`src/hdl/wwe_pkg.sv`:
```
// Shared constants, types and controller encodings for the weighted effort block.
package wwe_pkg;

    // Default geometry
    localparam int WINDOW_DEF   = 10;
    localparam int CHANNELS_DEF = 8;

    // Field widths
    localparam int CH_W      = 3;
    localparam int SAMPLE_W  = 16;
    localparam int WEIGHT_W  = 16;
    localparam int EFFORT_W  = 32;
    localparam int ACC_W     = 48;

    // Configuration space: one weight register per channel slot
    localparam int NUM_WEIGHTS = 8;
    localparam int REG_IDX_W   = 3;
    localparam int PADDR_W     = REG_IDX_W + 2;
    localparam int PDATA_W     = 32;
    localparam logic signed [WEIGHT_W-1:0] WEIGHT_RESET = 16'sd2048;

    // Q.22 accumulator to Q16.16 output: divide by 64, then by WINDOW
    localparam int FRAC_SCALE = 64;

    typedef logic [NUM_WEIGHTS-1:0][WEIGHT_W-1:0] t_weights;

    typedef enum logic [2:0] {
        S_CLEAR,
        S_IDLE,
        S_UPD,
        S_MUL,
        S_ACC,
        S_DIV_INIT,
        S_DIV,
        S_DONE
    } t_state;

    // Controller -> datapath
    typedef struct packed {
        logic clear_step;
        logic accept;
        logic update;
        logic mul;
        logic accum;
        logic div_init;
        logic div_step;
        logic finish;
    } t_cmd;

    // Datapath -> controller
    typedef struct packed {
        logic clr_last;
        logic in_ch_ok;
        logic in_frame_end;
        logic frame_end;
        logic div_last;
        logic out_busy;
    } t_status;

endpackage

```
`src/hdl/wwe_stream_if.sv`:
```
// Valid/ready stream interfaces for sample words and effort words.
interface wwe_in_if
    import wwe_pkg::*;
();
    logic                       valid;
    logic                       ready;
    logic [CH_W-1:0]            channel;
    logic signed [SAMPLE_W-1:0] jerk_sample;
    logic                       frame_end;

    modport source (output valid, output channel, output jerk_sample, output frame_end,
                    input ready);
    modport sink   (input valid, input channel, input jerk_sample, input frame_end,
                    output ready);
endinterface

interface wwe_out_if
    import wwe_pkg::*;
();
    logic                       valid;
    logic                       ready;
    logic signed [EFFORT_W-1:0] effort;

    modport source (output valid, output effort, input ready);
    modport sink   (input valid, input effort, output ready);
endinterface

```
`src/hdl/wwe_regs.sv`:
```
// APB weight register file, one signed Q2.14 weight per channel.
module wwe_regs
    import wwe_pkg::*;
(
    input  logic               i_clk,
    input  logic               i_rst_n,
    input  logic               psel,
    input  logic               penable,
    input  logic               pwrite,
    input  logic [PADDR_W-1:0] paddr,
    input  logic [PDATA_W-1:0] pwdata,
    output logic [PDATA_W-1:0] prdata,
    output logic               pready,
    output t_weights           o_weights
);

    t_weights             r_weights;
    logic [REG_IDX_W-1:0] reg_idx;
    logic                 wr_en;

    assign reg_idx = paddr[PADDR_W-1:2];
    assign wr_en   = psel & penable & pwrite;
    assign pready  = 1'b1;

    // Weight write
    always_ff @(posedge i_clk) begin
        if (!i_rst_n) begin
            for (int i = 0; i < NUM_WEIGHTS; i++) begin
                r_weights[i] <= WEIGHT_RESET;
            end
        end else if (wr_en) begin
            r_weights[reg_idx] <= pwdata[WEIGHT_W-1:0];
        end
    end

    // Readback, sign extended
    assign prdata    = PDATA_W'(signed'(r_weights[reg_idx]));
    assign o_weights = r_weights;

endmodule

```
`src/hdl/wwe_ctrl.sv`:
```
// Sequencing state machine: history clear, per-word update, frame divide.
module wwe_ctrl
    import wwe_pkg::*;
(
    input  logic    i_clk,
    input  logic    i_rst_n,
    input  logic    i_in_valid,
    output logic    o_in_ready,
    input  t_status i_status,
    output t_cmd    o_cmd
);

    t_state r_state;
    t_state n_state;

    always_ff @(posedge i_clk) begin
        if (!i_rst_n) begin
            r_state <= S_CLEAR;
        end else begin
            r_state <= n_state;
        end
    end

    // Next state
    always_comb begin
        n_state = r_state;
        case (r_state)
            S_CLEAR: begin
                if (i_status.clr_last) n_state = S_IDLE;
            end
            S_IDLE: begin
                if (i_in_valid) begin
                    if (i_status.in_ch_ok)          n_state = S_UPD;
                    else if (i_status.in_frame_end) n_state = S_DIV_INIT;
                end
            end
            S_UPD:      n_state = S_MUL;
            S_MUL:      n_state = S_ACC;
            S_ACC: begin
                n_state = i_status.frame_end ? S_DIV_INIT : S_IDLE;
            end
            S_DIV_INIT: n_state = S_DIV;
            S_DIV: begin
                if (i_status.div_last) n_state = S_DONE;
            end
            S_DONE: begin
                if (!i_status.out_busy) n_state = S_IDLE;
            end
            default:    n_state = S_CLEAR;
        endcase
    end

    // Commands
    always_comb begin
        o_cmd      = '0;
        o_in_ready = 1'b0;
        case (r_state)
            S_CLEAR:    o_cmd.clear_step = 1'b1;
            S_IDLE: begin
                o_in_ready   = 1'b1;
                o_cmd.accept = i_in_valid;
            end
            S_UPD:      o_cmd.update   = 1'b1;
            S_MUL:      o_cmd.mul      = 1'b1;
            S_ACC:      o_cmd.accum    = 1'b1;
            S_DIV_INIT: o_cmd.div_init = 1'b1;
            S_DIV:      o_cmd.div_step = 1'b1;
            S_DONE:     o_cmd.finish   = !i_status.out_busy;
            default:    o_cmd          = '0;
        endcase
    end

endmodule

```
`src/hdl/wwe_dp.sv`:
```
// Datapath: sample history RAM, window sums, multiply-accumulate, divider, output word.
module wwe_dp
    import wwe_pkg::*;
#(
    parameter int WINDOW   = WINDOW_DEF,
    parameter int CHANNELS = CHANNELS_DEF
) (
    input  logic                       i_clk,
    input  logic                       i_rst_n,
    input  t_cmd                       i_cmd,
    output t_status                    o_status,
    input  t_weights                   i_weights,
    input  logic [CH_W-1:0]            i_channel,
    input  logic signed [SAMPLE_W-1:0] i_jerk_sample,
    input  logic                       i_frame_end,
    output logic                       o_out_valid,
    output logic signed [EFFORT_W-1:0] o_effort,
    input  logic                       i_out_ready
);

    localparam int DEPTH    = WINDOW * CHANNELS;
    localparam int MEM_AW   = (DEPTH > 1) ? $clog2(DEPTH) : 1;
    localparam int SLOT_W   = (WINDOW > 1) ? $clog2(WINDOW) : 1;
    localparam int CH_IDX_W = (CHANNELS > 1) ? $clog2(CHANNELS) : 1;
    localparam int SUM_W    = SAMPLE_W + $clog2(WINDOW);
    localparam int PROD_W   = SUM_W + WEIGHT_W;
    localparam int DIV_D    = WINDOW * FRAC_SCALE;
    localparam int HALF_D   = DIV_D / 2;
    localparam int NUM_W    = ACC_W + 1;
    localparam int FRAC_SH  = $clog2(FRAC_SCALE);
    localparam int MAG_W    = NUM_W - FRAC_SH;
    localparam int CHUNK_W  = 16;
    localparam int NCHUNK   = (MAG_W + CHUNK_W - 1) / CHUNK_W;
    localparam int QUO_W    = NCHUNK * CHUNK_W;
    localparam int REM_W    = (WINDOW > 1) ? $clog2(WINDOW) : 1;
    localparam int DX_W     = REM_W + CHUNK_W;
    localparam int RECIP_SH = 28;
    localparam int RECIP_W  = RECIP_SH + 1;
    localparam int DPROD_W  = DX_W + RECIP_W;
    localparam logic [RECIP_W-1:0] RECIP_C =
        RECIP_W'((2**RECIP_SH + WINDOW - 1) / WINDOW);
    localparam int DCNT_W   = (NCHUNK > 1) ? $clog2(NCHUNK) : 1;

    // History RAM
    logic [SAMPLE_W-1:0] r_mem [DEPTH];
    logic [SAMPLE_W-1:0] r_rdata;
    logic [MEM_AW-1:0]   r_clr_addr;
    logic [MEM_AW-1:0]   mem_waddr;
    logic [SAMPLE_W-1:0] mem_wdata;
    logic                mem_we;

    // Frame ring position
    logic [SLOT_W-1:0]   r_slot;
    logic [MEM_AW-1:0]   r_base;
    logic [MEM_AW-1:0]   acc_addr;

    // Latched word
    logic [MEM_AW-1:0]          r_addr;
    logic [CH_W-1:0]            r_ch;
    logic signed [SAMPLE_W-1:0] r_sample;
    logic                       r_frame_end;

    // Window sums and MAC
    logic signed [SUM_W-1:0]    r_sums [CHANNELS];
    logic signed [SUM_W-1:0]    r_sum_new;
    logic signed [SUM_W-1:0]    n_sum;
    logic signed [WEIGHT_W-1:0] r_weight;
    logic signed [PROD_W-1:0]   r_prod;
    logic signed [ACC_W-1:0]    r_acc;

    // Divider
    logic signed [NUM_W-1:0] num_pos;
    logic signed [NUM_W-1:0] num_negm;
    logic [NUM_W-1:0]        num_mag;
    logic [QUO_W-1:0]        r_rq;
    logic [REM_W-1:0]        r_rem;
    logic                    r_neg;
    logic [DCNT_W-1:0]       r_dcnt;
    logic [DX_W-1:0]         div_x;
    logic [DPROD_W-1:0]      div_prod;
    logic [CHUNK_W-1:0]      div_qd;
    logic [REM_W-1:0]        div_rem;

    // Output word
    logic                       r_out_valid;
    logic signed [EFFORT_W-1:0] r_effort;
    logic signed [EFFORT_W-1:0] n_effort;

    assign acc_addr = MEM_AW'(r_base + MEM_AW'(i_channel));

    // Status back to the controller
    assign o_status.clr_last     = (r_clr_addr == MEM_AW'(DEPTH - 1));
    assign o_status.in_ch_ok     = ({1'b0, i_channel} < (CH_W + 1)'(CHANNELS));
    assign o_status.in_frame_end = i_frame_end;
    assign o_status.frame_end    = r_frame_end;
    assign o_status.div_last     = (r_dcnt == DCNT_W'(NCHUNK - 1));
    assign o_status.out_busy     = r_out_valid;

    // RAM port: the clear sweep and the update share the write side
    always_comb begin
        mem_we    = i_cmd.clear_step | i_cmd.update;
        mem_waddr = i_cmd.clear_step ? r_clr_addr : r_addr;
        mem_wdata = i_cmd.clear_step ? '0 : r_sample;
    end

    always_ff @(posedge i_clk) begin
        if (mem_we) begin
            r_mem[mem_waddr] <= mem_wdata;
        end
        if (i_cmd.accept && o_status.in_ch_ok) begin
            r_rdata <= r_mem[acc_addr];
        end
    end

    // Clear sweep address
    always_ff @(posedge i_clk) begin
        if (!i_rst_n) begin
            r_clr_addr <= '0;
        end else if (i_cmd.clear_step && !o_status.clr_last) begin
            r_clr_addr <= r_clr_addr + 1'b1;
        end
    end

    // Capture accepted word
    always_ff @(posedge i_clk) begin
        if (!i_rst_n) begin
            r_frame_end <= 1'b0;
        end else if (i_cmd.accept) begin
            r_frame_end <= i_frame_end;
        end
    end

    always_ff @(posedge i_clk) begin
        if (i_cmd.accept) begin
            r_addr   <= acc_addr;
            r_ch     <= i_channel;
            r_sample <= i_jerk_sample;
        end
    end

    // Window sum update: add new sample, drop the one it replaces
    assign n_sum = r_sums[r_ch[CH_IDX_W-1:0]] + SUM_W'(r_sample)
                   - SUM_W'(signed'(r_rdata));

    always_ff @(posedge i_clk) begin
        if (!i_rst_n) begin
            for (int i = 0; i < CHANNELS; i++) begin
                r_sums[i] <= '0;
            end
        end else if (i_cmd.update) begin
            r_sums[r_ch[CH_IDX_W-1:0]] <= n_sum;
        end
    end

    // Multiply stage
    always_ff @(posedge i_clk) begin
        if (i_cmd.update) begin
            r_sum_new <= n_sum;
            r_weight  <= signed'(i_weights[r_ch]);
        end
        if (i_cmd.mul) begin
            r_prod <= PROD_W'(r_sum_new) * PROD_W'(r_weight);
        end
    end

    // Accumulator, emptied when the divider takes it
    always_ff @(posedge i_clk) begin
        if (!i_rst_n) begin
            r_acc <= '0;
        end else if (i_cmd.div_init) begin
            r_acc <= '0;
        end else if (i_cmd.accum) begin
            r_acc <= r_acc + ACC_W'(r_prod);
        end
    end

    // Floor divide of (acc + D/2) by D: divide a magnitude, fix the sign after.
    // For a negative numerator the magnitude is rounded up: (D/2 - 1) - acc.
    // D = 64 * WINDOW: the 64 is a shift, WINDOW is divided a chunk at a time.
    assign num_pos  = NUM_W'(r_acc) + NUM_W'(HALF_D);
    assign num_negm = NUM_W'(HALF_D - 1) - NUM_W'(r_acc);
    assign num_mag  = num_pos[NUM_W-1] ? num_negm : num_pos;

    // Quotient digit of {remainder, chunk} / WINDOW by reciprocal multiply
    assign div_x    = {r_rem, r_rq[QUO_W-1 -: CHUNK_W]};
    assign div_prod = DPROD_W'(div_x) * DPROD_W'(RECIP_C);
    assign div_qd   = div_prod[RECIP_SH +: CHUNK_W];
    assign div_rem  = REM_W'(div_x - DX_W'(div_qd) * DX_W'(WINDOW));

    always_ff @(posedge i_clk) begin
        if (!i_rst_n) begin
            r_dcnt <= '0;
        end else if (i_cmd.div_init) begin
            r_dcnt <= '0;
        end else if (i_cmd.div_step) begin
            r_dcnt <= r_dcnt + 1'b1;
        end
    end

    // Long division by WINDOW, one 16-bit chunk per cycle, remainder carried down
    always_ff @(posedge i_clk) begin
        if (i_cmd.div_init) begin
            r_neg <= num_pos[NUM_W-1];
            r_rq  <= QUO_W'(num_mag[NUM_W-1:FRAC_SH]);
            r_rem <= '0;
        end else if (i_cmd.div_step) begin
            r_rq  <= {r_rq[QUO_W-CHUNK_W-1:0], div_qd};
            r_rem <= div_rem;
        end
    end

    // Sign and saturate the quotient
    always_comb begin
        if (r_neg) begin
            if (r_rq > QUO_W'(64'h8000_0000)) begin
                n_effort = {1'b1, {(EFFORT_W-1){1'b0}}};
            end else begin
                n_effort = -signed'(r_rq[EFFORT_W-1:0]);
            end
        end else begin
            if (r_rq > QUO_W'(64'h7FFF_FFFF)) begin
                n_effort = {1'b0, {(EFFORT_W-1){1'b1}}};
            end else begin
                n_effort = signed'(r_rq[EFFORT_W-1:0]);
            end
        end
    end

    // Output word register and ring advance
    always_ff @(posedge i_clk) begin
        if (!i_rst_n) begin
            r_out_valid <= 1'b0;
            r_slot      <= '0;
            r_base      <= '0;
        end else begin
            if (i_cmd.finish) begin
                r_out_valid <= 1'b1;
                if (r_slot == SLOT_W'(WINDOW - 1)) begin
                    r_slot <= '0;
                    r_base <= '0;
                end else begin
                    r_slot <= r_slot + 1'b1;
                    r_base <= MEM_AW'(r_base + MEM_AW'(CHANNELS));
                end
            end else if (r_out_valid && i_out_ready) begin
                r_out_valid <= 1'b0;
            end
        end
    end

    always_ff @(posedge i_clk) begin
        if (i_cmd.finish) begin
            r_effort <= n_effort;
        end
    end

    assign o_out_valid = r_out_valid;
    assign o_effort    = r_effort;

endmodule

```
`src/hdl/windowed_weighted_effort.sv`:
```
// Top level: weighted moving-average effort over a multichannel frame stream.
//
//  port      dir   kind         contents
//  i_in      in    valid/ready  channel, jerk_sample (Q8.8), frame_end
//  o_out     out   valid/ready  effort (Q16.16, saturated), one word per frame
//  p*        in    APB          weight_ch0..7 at 4*i, Q2.14
//
// A sample for an in-range channel is handled in order: accept with history
// RAM read, sum update with RAM write-back, multiply, accumulate.
// A word carrying frame_end then rounds and drops the 64x scale, divides by
// WINDOW one 16-bit chunk at a time and loads the output word; that last
// step waits while a previous result is unread. After reset the history RAM
// is cleared one entry per cycle, for all WINDOW*CHANNELS entries, with input
// ready low; weight writes are taken throughout.
module windowed_weighted_effort
    import wwe_pkg::*;
#(
    parameter int WINDOW   = WINDOW_DEF,
    parameter int CHANNELS = CHANNELS_DEF
) (
    input  logic               i_clk,
    input  logic               i_rst_n,
    wwe_in_if.sink             i_in,
    wwe_out_if.source          o_out,
    input  logic               psel,
    input  logic               penable,
    input  logic               pwrite,
    input  logic [PADDR_W-1:0] paddr,
    input  logic [PDATA_W-1:0] pwdata,
    output logic [PDATA_W-1:0] prdata,
    output logic               pready
);

    t_weights weights;
    t_cmd     cmd;
    t_status  status;
    logic     in_ready;

    wwe_regs u_regs (
        .i_clk     (i_clk),
        .i_rst_n   (i_rst_n),
        .psel      (psel),
        .penable   (penable),
        .pwrite    (pwrite),
        .paddr     (paddr),
        .pwdata    (pwdata),
        .prdata    (prdata),
        .pready    (pready),
        .o_weights (weights)
    );

    wwe_ctrl u_ctrl (
        .i_clk      (i_clk),
        .i_rst_n    (i_rst_n),
        .i_in_valid (i_in.valid),
        .o_in_ready (in_ready),
        .i_status   (status),
        .o_cmd      (cmd)
    );

    wwe_dp #(
        .WINDOW   (WINDOW),
        .CHANNELS (CHANNELS)
    ) u_dp (
        .i_clk         (i_clk),
        .i_rst_n       (i_rst_n),
        .i_cmd         (cmd),
        .o_status      (status),
        .i_weights     (weights),
        .i_channel     (i_in.channel),
        .i_jerk_sample (i_in.jerk_sample),
        .i_frame_end   (i_in.frame_end),
        .o_out_valid   (o_out.valid),
        .o_effort      (o_out.effort),
        .i_out_ready   (o_out.ready)
    );

    assign i_in.ready = in_ready;

endmodule

```
`src/flat_wrapper.sv`:
```
// flat-port wrapper written by rule: the top's interface ports become plain ports
module windowed_weighted_effort_flat import wwe_pkg::*;
#(
    parameter int WINDOW   = WINDOW_DEF,
    parameter int CHANNELS = CHANNELS_DEF
)
  (i_clk, i_rst_n, psel, penable, pwrite, paddr, pwdata, prdata, pready, i_in_valid, i_in_channel, i_in_jerk_sample, i_in_frame_end, i_in_ready, o_out_valid, o_out_effort, o_out_ready);
  wwe_in_if i_in_i ();
  wwe_out_if o_out_i ();
  input  logic i_clk;
  input  logic i_rst_n;
  input  logic psel;
  input  logic penable;
  input  logic pwrite;
  input  logic [PADDR_W-1:0] paddr;
  input  logic [PDATA_W-1:0] pwdata;
  output logic [PDATA_W-1:0] prdata;
  output logic pready;
  input wire logic [$bits(i_in_i.valid)-1:0] i_in_valid;
  input wire logic [$bits(i_in_i.channel)-1:0] i_in_channel;
  input wire logic [$bits(i_in_i.jerk_sample)-1:0] i_in_jerk_sample;
  input wire logic [$bits(i_in_i.frame_end)-1:0] i_in_frame_end;
  output wire logic [$bits(i_in_i.ready)-1:0] i_in_ready;
  output wire logic [$bits(o_out_i.valid)-1:0] o_out_valid;
  output wire logic [$bits(o_out_i.effort)-1:0] o_out_effort;
  input wire logic [$bits(o_out_i.ready)-1:0] o_out_ready;
  assign i_in_i.valid = i_in_valid;
  assign i_in_i.channel = i_in_channel;
  assign i_in_i.jerk_sample = i_in_jerk_sample;
  assign i_in_i.frame_end = i_in_frame_end;
  assign i_in_ready = i_in_i.ready;
  assign o_out_valid = o_out_i.valid;
  assign o_out_effort = o_out_i.effort;
  assign o_out_i.ready = o_out_ready;
  windowed_weighted_effort #(.WINDOW(WINDOW), .CHANNELS(CHANNELS)) u_core (.i_clk(i_clk), .i_rst_n(i_rst_n), .i_in(i_in_i), .o_out(o_out_i), .psel(psel), .penable(penable), .pwrite(pwrite), .paddr(paddr), .pwdata(pwdata), .prdata(prdata), .pready(pready));
endmodule
```
`config.mk`:
```
export PLATFORM = sky130hd
export DESIGN_NAME = windowed_weighted_effort_flat
export DESIGN_NICKNAME = d
export VERILOG_FILES = /design/src/hdl/wwe_pkg.sv /design/src/hdl/wwe_stream_if.sv /design/src/hdl/wwe_regs.sv /design/src/hdl/wwe_ctrl.sv /design/src/hdl/wwe_dp.sv /design/src/hdl/windowed_weighted_effort.sv /design/src/flat_wrapper.sv
export SDC_FILE = /design/constraint.sdc
export NUM_CORES = 2
export LEC_CHECK = 0
export BUFFER_PORTS_ARGS = -buffer_cell sky130_fd_sc_hd__buf_2
export CAP_MARGIN = 20
export CORE_MARGIN = 2
export CORE_UTILIZATION = 60
export DETAILED_ROUTE_END_ITERATION = 16
export PLACE_DENSITY = 0.82
export SYNTH_ARGS = -nofsm -noshare
export SYNTH_HDL_FRONTEND = slang
export SYNTH_SLANG_ARGS = --single-unit
```
`constraint.sdc`:
```
create_clock -name i_clk -period 15.1 [get_ports i_clk]
set_input_delay 1.51 -clock i_clk [delete_from_list [all_inputs] [get_ports i_clk]]
set_output_delay 1.51 -clock i_clk [all_outputs]
set_load 0.03 [all_outputs]
```
# Word level (Yosys, flattened, before mapping)
# Memory sizes are Yosys's and may differ from the RTL's. A register that Yosys moved wholly into a read port is not among the register bits.
# Cells that the tools add are included.
# Widths: inputs -> output; s select.
# word_totals
regBits	384
ram_bits	1440
inputBits	64
out_inout_bits	67
wordCells	122
n_memories	2
# op_classes
n_addsub	12
mul	3
n_lt_le_gt_ge	5
eq_ne	14
mux	44
n_bitwise	4
reduce_logical	11
# memory_table
name	depth	word_bits	read_ports	rd_clocked_by_memory_dff	wr	line	text
u_core.u_dp.r_mem	80	16	1	1	1	wwe_dp.sv:45	logic [SAMPLE_W-1:0] r_mem [DEPTH];
u_core.u_dp.r_sums	8	20	1	1	8	wwe_dp.sv:64	logic signed [SUM_W-1:0] r_sums [CHANNELS];
# op_table
op	count
$bwmux 128	1
$bmux 16 s3	2
$mux 32	3
$mux 43	2
$mux 16	4
$add 48x10->49 const B	1
$mux 49	1
$sub 10x48->49 const A	1
$add 48x36->48	1
$demux 16 s3	1
$gt 48x31->1 const B	1
$gt 48x32->1 const B	1
$mul 20x24->43 const B	1
$mul 20x16->36	1
$neg 32->32	1
$pmux 3 s8	1
$mux 3	7
$add 20x16->20	1
$mux 20	1
$reduce_or 20->1	1
$sub 20x16->20	1
$mux 1	18
$mul 16x3->3 const B	1
$mux 7	2
other kinds (26)	38

# Depth between registers and ports, before layout
# depth
ltp_word	7
ltp_mapped	30
ltp_nobuf	30

# Cells and area by module
# From an unflattened synthesis, not the netlist that was laid out.
# unflattened
hier_cells	6655
area_unflattened_um2	96443.7
# by_module_without_submodules
mod	n_inst	cells_each	area_each_um2	seq_area_each_um2
wwe_dp	1	6088	90237.8	50468.4
wwe_regs	1	527	5901.9	2562.5
wwe_ctrl	1	40	304.0	60.1

# Least setup slack after synthesis
# Ideal clock, no wire load.
# synth_path
path_kind	register to register
from	register u_core.u_dp.r_rq[35]
to	register u_core.u_dp.r_rem[3]
setup_time_ps	129
arrival_time_ps	6871
required_time_ps	14971
setup_slack_ps	8100
stages_incl_launch_ff	31
n_path_buf	0
period_less_slack_ps	7000
path_cell_list	edfxtp_1 > inv_1 > ha_1 > xnor2_1 > ha_1 > a21o_1 > inv_1 > fa_1 > fa_1 > fa_1 > inv_1 > fa_1 > inv_1 > fa_1 > inv_1 > ha_1 > a21o_1 > a21oi_1 > nor2b_1 > a2111oi_0 > o311ai_0 > a31o_2 > a41oi_1 > xor2_1 > inv_1 > ha_1 > fa_1 > xnor2_1 > xnor2_1 > xor2_1 > o21ai_0
# synth_via
elab_chain_len	3
# synth_lines
element	line	text
start, declared	wwe_dp.sv:75	logic [QUO_W-1:0] r_rq;
start signal, assigned	wwe_dp.sv:204	r_rq <= QUO_W'(num_mag[NUM_W-1:FRAC_SH]);
start signal, assigned	wwe_dp.sv:207	r_rq <= {r_rq[QUO_W-CHUNK_W-1:0], div_qd};
$mul 20x24->43	wwe_dp.sv:186	assign div_prod = DPROD_W'(div_x) * DPROD_W'(RECIP_C);
$mul 16x3->3	wwe_dp.sv:188	assign div_rem = REM_W'(div_x - DX_W'(div_qd) * DX_W'(WINDOW));
$sub 4x4->4 (*)	wwe_dp.sv:188	
end signal, assigned	wwe_dp.sv:208	r_rem <= div_rem;
end, declared	wwe_dp.sv:76	logic [REM_W-1:0] r_rem;
# Mark *: on every way between the ends. The rest lies on a longest branch, timed or not.
# A chain may end at the register's enable or synchronous reset.

# Worst setup path in the final report
# Same ends and word-level chain as after synthesis.

==> run summary <==
The cell depth of the worst flop-to-flop path came out at 30. The later-pin clock latency in the skew report came out at about 0.86 ns. The via count of the first global-routing pass was approximately 61k.

In this run the vertical extent of the chip is approximately 400 µm. The count of max-cap constraint violations is 0. For this design, the slowest cell found on the critical path is fa_1.

Setup violations remaining at the end of the flow were counted as 0. The global-route usage over all layers came out at 32.1%. The area of the core is 159,000 µm². Along the worst hold path, the cell count comes to 2. The cell chosen for the clock root is clkbuf_16.

The share of Yosys cell area claimed by the top area cell type came out at between 50% and 60%. The TritonCTS clock tree is built. The total of buffers placed on input and output ports came out at about 110. The relative slew slack came out at between 10% and 20%. The delay of the slowest cell on the worst path is about 0.55 ns. The DRC violation total after the first TritonRoute iteration came out at approximately 9.3k. The endpoint of the worst-slack reg-to-reg timing path is u_core.u_dp.r_rem[3]$_SDFFE_PP0P_. The final weighted congestion of routability-driven global placement is about 0.94. The startpoint of the worst register-to-register path is u_core.u_dp.r_rq[35]$_DFFE_PP_.

The proportion of synthesized flip-flops having asynchronous set or reset came out at 0%. The CTS clock-pin slew for the worst setup and hold paths came out at 0.06 ns. The proportion of synthesized chip area in sequential cells came out at 55.4%. The combined area of all synthesized cells is 95,900 µm². The final worst hold slack came out at 0.469 ns. The number of buffers added by the clock tree synthesis step came out at 178. The data arrival at the endpoint of the critical path is 8.92 ns. The leakage power total came out at approximately 38 nW. The worst register-to-register path has a setup slack of ~7 ns. In the final design database the tool counted ~7.8k nets.

The detail route stage leaves a number of antenna-violating nets equal to 0. Setup repair after global routing left no endpoint under its margin. Among all flip-flop cells after synthesis, the most frequent one is edfxtp_1. Synthesis inferred between 1.5k and 2k register bits. The number of failing hold endpoints at the final stage is 0. The maximum root-to-sink buffer count came out at 3. In this run the mean area of a mapped cell was ~14 µm².

By startpoint and endpoint, the worst setup path is classified as reg2reg. The post-cts gate resize count is 0. STA classifies the critical path endpoint as a register. The number of placed I/O pins came out at between 100 and 150.

The path with the worst hold slack has its endpoint at u_core.u_dp.r_acc[2]$_SDFFE_PP0P_. The initial antenna violation count is 23. Counting I/O delays and the setup requirement, the final critical path takes roughly 8.3 ns. The largest area contributor in the netlist is edfxtp_1. The worst ir drop on vdd came out at about 0.17 mV.

Of the cells placed in the final design, the portion with a size suffix greater than 1 is between 10% and 20%. The remaining global-route overflow is 0. By area the synthesized netlist is led by edfxtp_1 51%, mux4_2 11%, fa_1 9.3%. The final number of max-transition violations is 0. The worst path uses between 50% and 60% of the clock period. The quantity of hold-fixing buffers added after cts came out at 0.

For this run, design rule violations remaining after detail routing come to 0. The beginning of the worst hold path is u_core.u_dp.r_acc[2]$_SDFFE_PP0P_. The row count came out at between 100 and 150. The wire length of the first global-routing pass is 388 mm. STA classifies the critical path startpoint as a register. The overall die width is ~400 µm. The largest fanout of any net on the critical path came out at 5. Detailed routing inserted a total of about 61k vias. During synthesis, Yosys emitted a total of 0 warnings. The fmax is ~120 MHz. The full die area came out at roughly 160,000 µm². The maximum number of pins on one net before global-route repair came out at about 140. The final clock skew is between 0.09 and 0.1 ns.

The area added between synthesis and finish came out at 9.54%. The number of buffers added for setup after CTS is 0. The number of nets handed over by synthesis was about 7.7k. The number of instances in the synthesized netlist came out at slightly below 7k. In the final timing run, aggregate negative setup slack is 0 ns. The synthesized design contains ~1.6k enable-type register cells. The number of distinct library cell variants in the gate-level netlist after synthesis came out at 76. The data required time of the worst path came out at about 16 ns. The post-detailed-route via-to-cell ratio is roughly 6.7. The average wire per standard cell is between 20 and 30 µm. The sink count of the clock tree came out at 1,838.

The pre-antenna-repair detailed-routing pass consisted of 9 iterations. The deepest level of the CTS H-tree is 4. The half-perimeter wire length of the detailed placement result is approximately 150 mm.

The worst min-delay path class is reg2reg. The flow ran to the end, and the final reports show no timing, DRC or antenna violations. The total power per unit cell area came out at 98.8 nW/µm².

The final wirelength came out at approximately 260 mm. For the pin with the worst max-slew slack, the measured transition is 1.31 ns. For this configuration, the core starts out at a cell density of between 60% and 70%.
cells in the mapped netlist (25+ instances only):
library cell / n
mux2i_1: 25
a21boi_0: 124
nand4_1: 62
and3_1: 31
nand2_1: 670
nor3_1: 40
xor2_1: 67
edfxtp_1: 1628
and2_1: 159
ha_1: 348
dfxtp_1: 210
inv_1: 681
nand2b_1: 32
xnor2_1: 119
nor2_1: 385
a21oi_1: 179
a22oi_1: 152
nand3_1: 63
mux4_2: 456
clkbuf_1: 289
a21o_1: 68
nor2b_1: 49
fa_1: 447
buf_4: 27
o21ai_0: 157
buf_1: 44
final cells by class:
type / count / area (µm²)
well taps: 2072 / 2590
clock buffers: 230 / 4790
diodes: 6 / 15.0
flip-flops and latches: 1838 / 53100
multi-input cells: 3939 / 39000
repair buffers: 264 / 1860
clock inverters: 105 / 1140
inverters: 685 / 2570
fillers: 10300 / 53500
worst max path at each step:
stage                                         startpoint                           endpoint  slack (ns)  depth (start not counted)
after floorplan           u_core.u_dp.r_rq[35]$_DFFE_PP_  u_core.u_dp.r_rem[3]$_SDFFE_PP0P_        8.10                         30
after global placement    u_core.u_dp.r_rq[35]$_DFFE_PP_  u_core.u_dp.r_rem[3]$_SDFFE_PP0P_        6.99                         30
after detailed placement  u_core.u_dp.r_rq[35]$_DFFE_PP_  u_core.u_dp.r_rem[3]$_SDFFE_PP0P_        6.87                         30
after global routing      u_core.u_dp.r_rq[35]$_DFFE_PP_  u_core.u_dp.r_rem[3]$_SDFFE_PP0P_        6.34                         30
final                     u_core.u_dp.r_rq[35]$_DFFE_PP_  u_core.u_dp.r_rem[3]$_SDFFE_PP0P_        6.81                         30
after CTS                 u_core.u_dp.r_rq[35]$_DFFE_PP_  u_core.u_dp.r_rem[3]$_SDFFE_PP0P_        6.81                         30
cell usage in the layout (no fill, tap or decap), types with 42 or more instances in the layout:
| master | synthesis | routed |
|---|---|---|
| edfxtp_1 | 1628 | 1628 |
| nor2_1 | 385 | 370 |
| o21ai_0 | 157 | 157 |
| nand3_1 | 63 | 63 |
| inv_1 | 681 | 681 |
| a21o_1 | 68 | 68 |
| ha_1 | 348 | 348 |
| clkbuf_16 | 0 | 183 |
| nor2b_1 | 49 | 48 |
| nand4_1 | 62 | 62 |
| clkbuf_1 | 289 | 42 |
| buf_4 | 27 | 146 |
| a21boi_0 | 124 | 124 |
| xor2_1 | 67 | 67 |
| and2_1 | 159 | 158 |
| mux4_2 | 456 | 456 |
| buf_2 | 4 | 108 |
| a21oi_1 | 179 | 179 |
| fa_1 | 447 | 447 |
| a22oi_1 | 152 | 152 |
| xnor2_1 | 119 | 119 |
| nand2_1 | 670 | 668 |
| dfxtp_1 | 210 | 206 |
logic make-up after synthesis:
family	count (synthesis)	share of synthesized area, %
flip-flops	1838	55.4
AND/OR/NAND/NOR	1597	7.65
buffers and inverters	1049	4.22
AO/OA/AOI/OAI	856	5.94
adder cells (fa/ha/maj)	795	13.9
multiplexers	504	11.2
XOR/XNOR	186	1.70
other	1	0.00391
metrics by stage:
step | instance area [µm²] | std cells | worst slack (ns) | util, % | power (mW)
floorplan | 95900 | 6826 | 8.10 | - | 5.83
global placement | 98900 | 8791 | 6.99 | 62.4 | 5.92
detailed placement | 98900 | 8791 | 6.87 | 62.4 | 5.94
CTS | 105000 | 9126 | 6.81 | 66.1 | 10.4
global route | 105000 | 9137 | 6.34 | 66.2 | 10.6
finish | 105000 | 9139 | 6.81 | 66.2 | 10.4
sequential cells by signal (all words and copies together) (netlist names), 20 cells and up, named ones only:
| name | count |
|---|---|
| u_core.u_dp.o_effort | 32 |
| u_core.u_dp.r_acc | 48 |
| u_core.u_dp.r_mem | 1280 |
| u_core.u_dp.r_prod | 36 |
| u_core.u_dp.r_rq | 48 |
| u_core.u_dp.r_sum_new | 20 |
| u_core.u_dp.r_sums | 160 |
| u_core.u_regs.o_weights | 128 |
where the power goes:
part / internal, mW / switching [mW]
clock network: 2.48 / 2.04
logic: 0.117 / 0.222
registers: 5.50 / 0.0169
metal layers:
layer | vias to the layer above | GRT usage (%) | routed length [µm] | part of all wire (%)
li1 | 24900 | - | - | -
met1 | 30500 | 41.4 | 89500 | 34
met2 | 4489 | 52.2 | 127000 | 49
met3 | 1020 | 7.95 | 30200 | 12
met4 | 30 | 14.2 | 14500 | 5.6
met5 | - | 0 | 282 | 0.11
critical path, delay by kind of cell (launching register included):
| family | cells | cell delay, ns |
|---|---|---|
| adders and majority gates | 10 | 3.82 |
| and+or+nand+nor | 1 | 0.06 |
| buffers and inverters | 6 | 0.45 |
| AOI/OAI and AO/OA | 8 | 2.13 |
| DFF | 1 | 0.49 |
| xor gates and xnor gates | 5 | 1.22 |
Note: power is estimated with default switching activity, not from simulation.
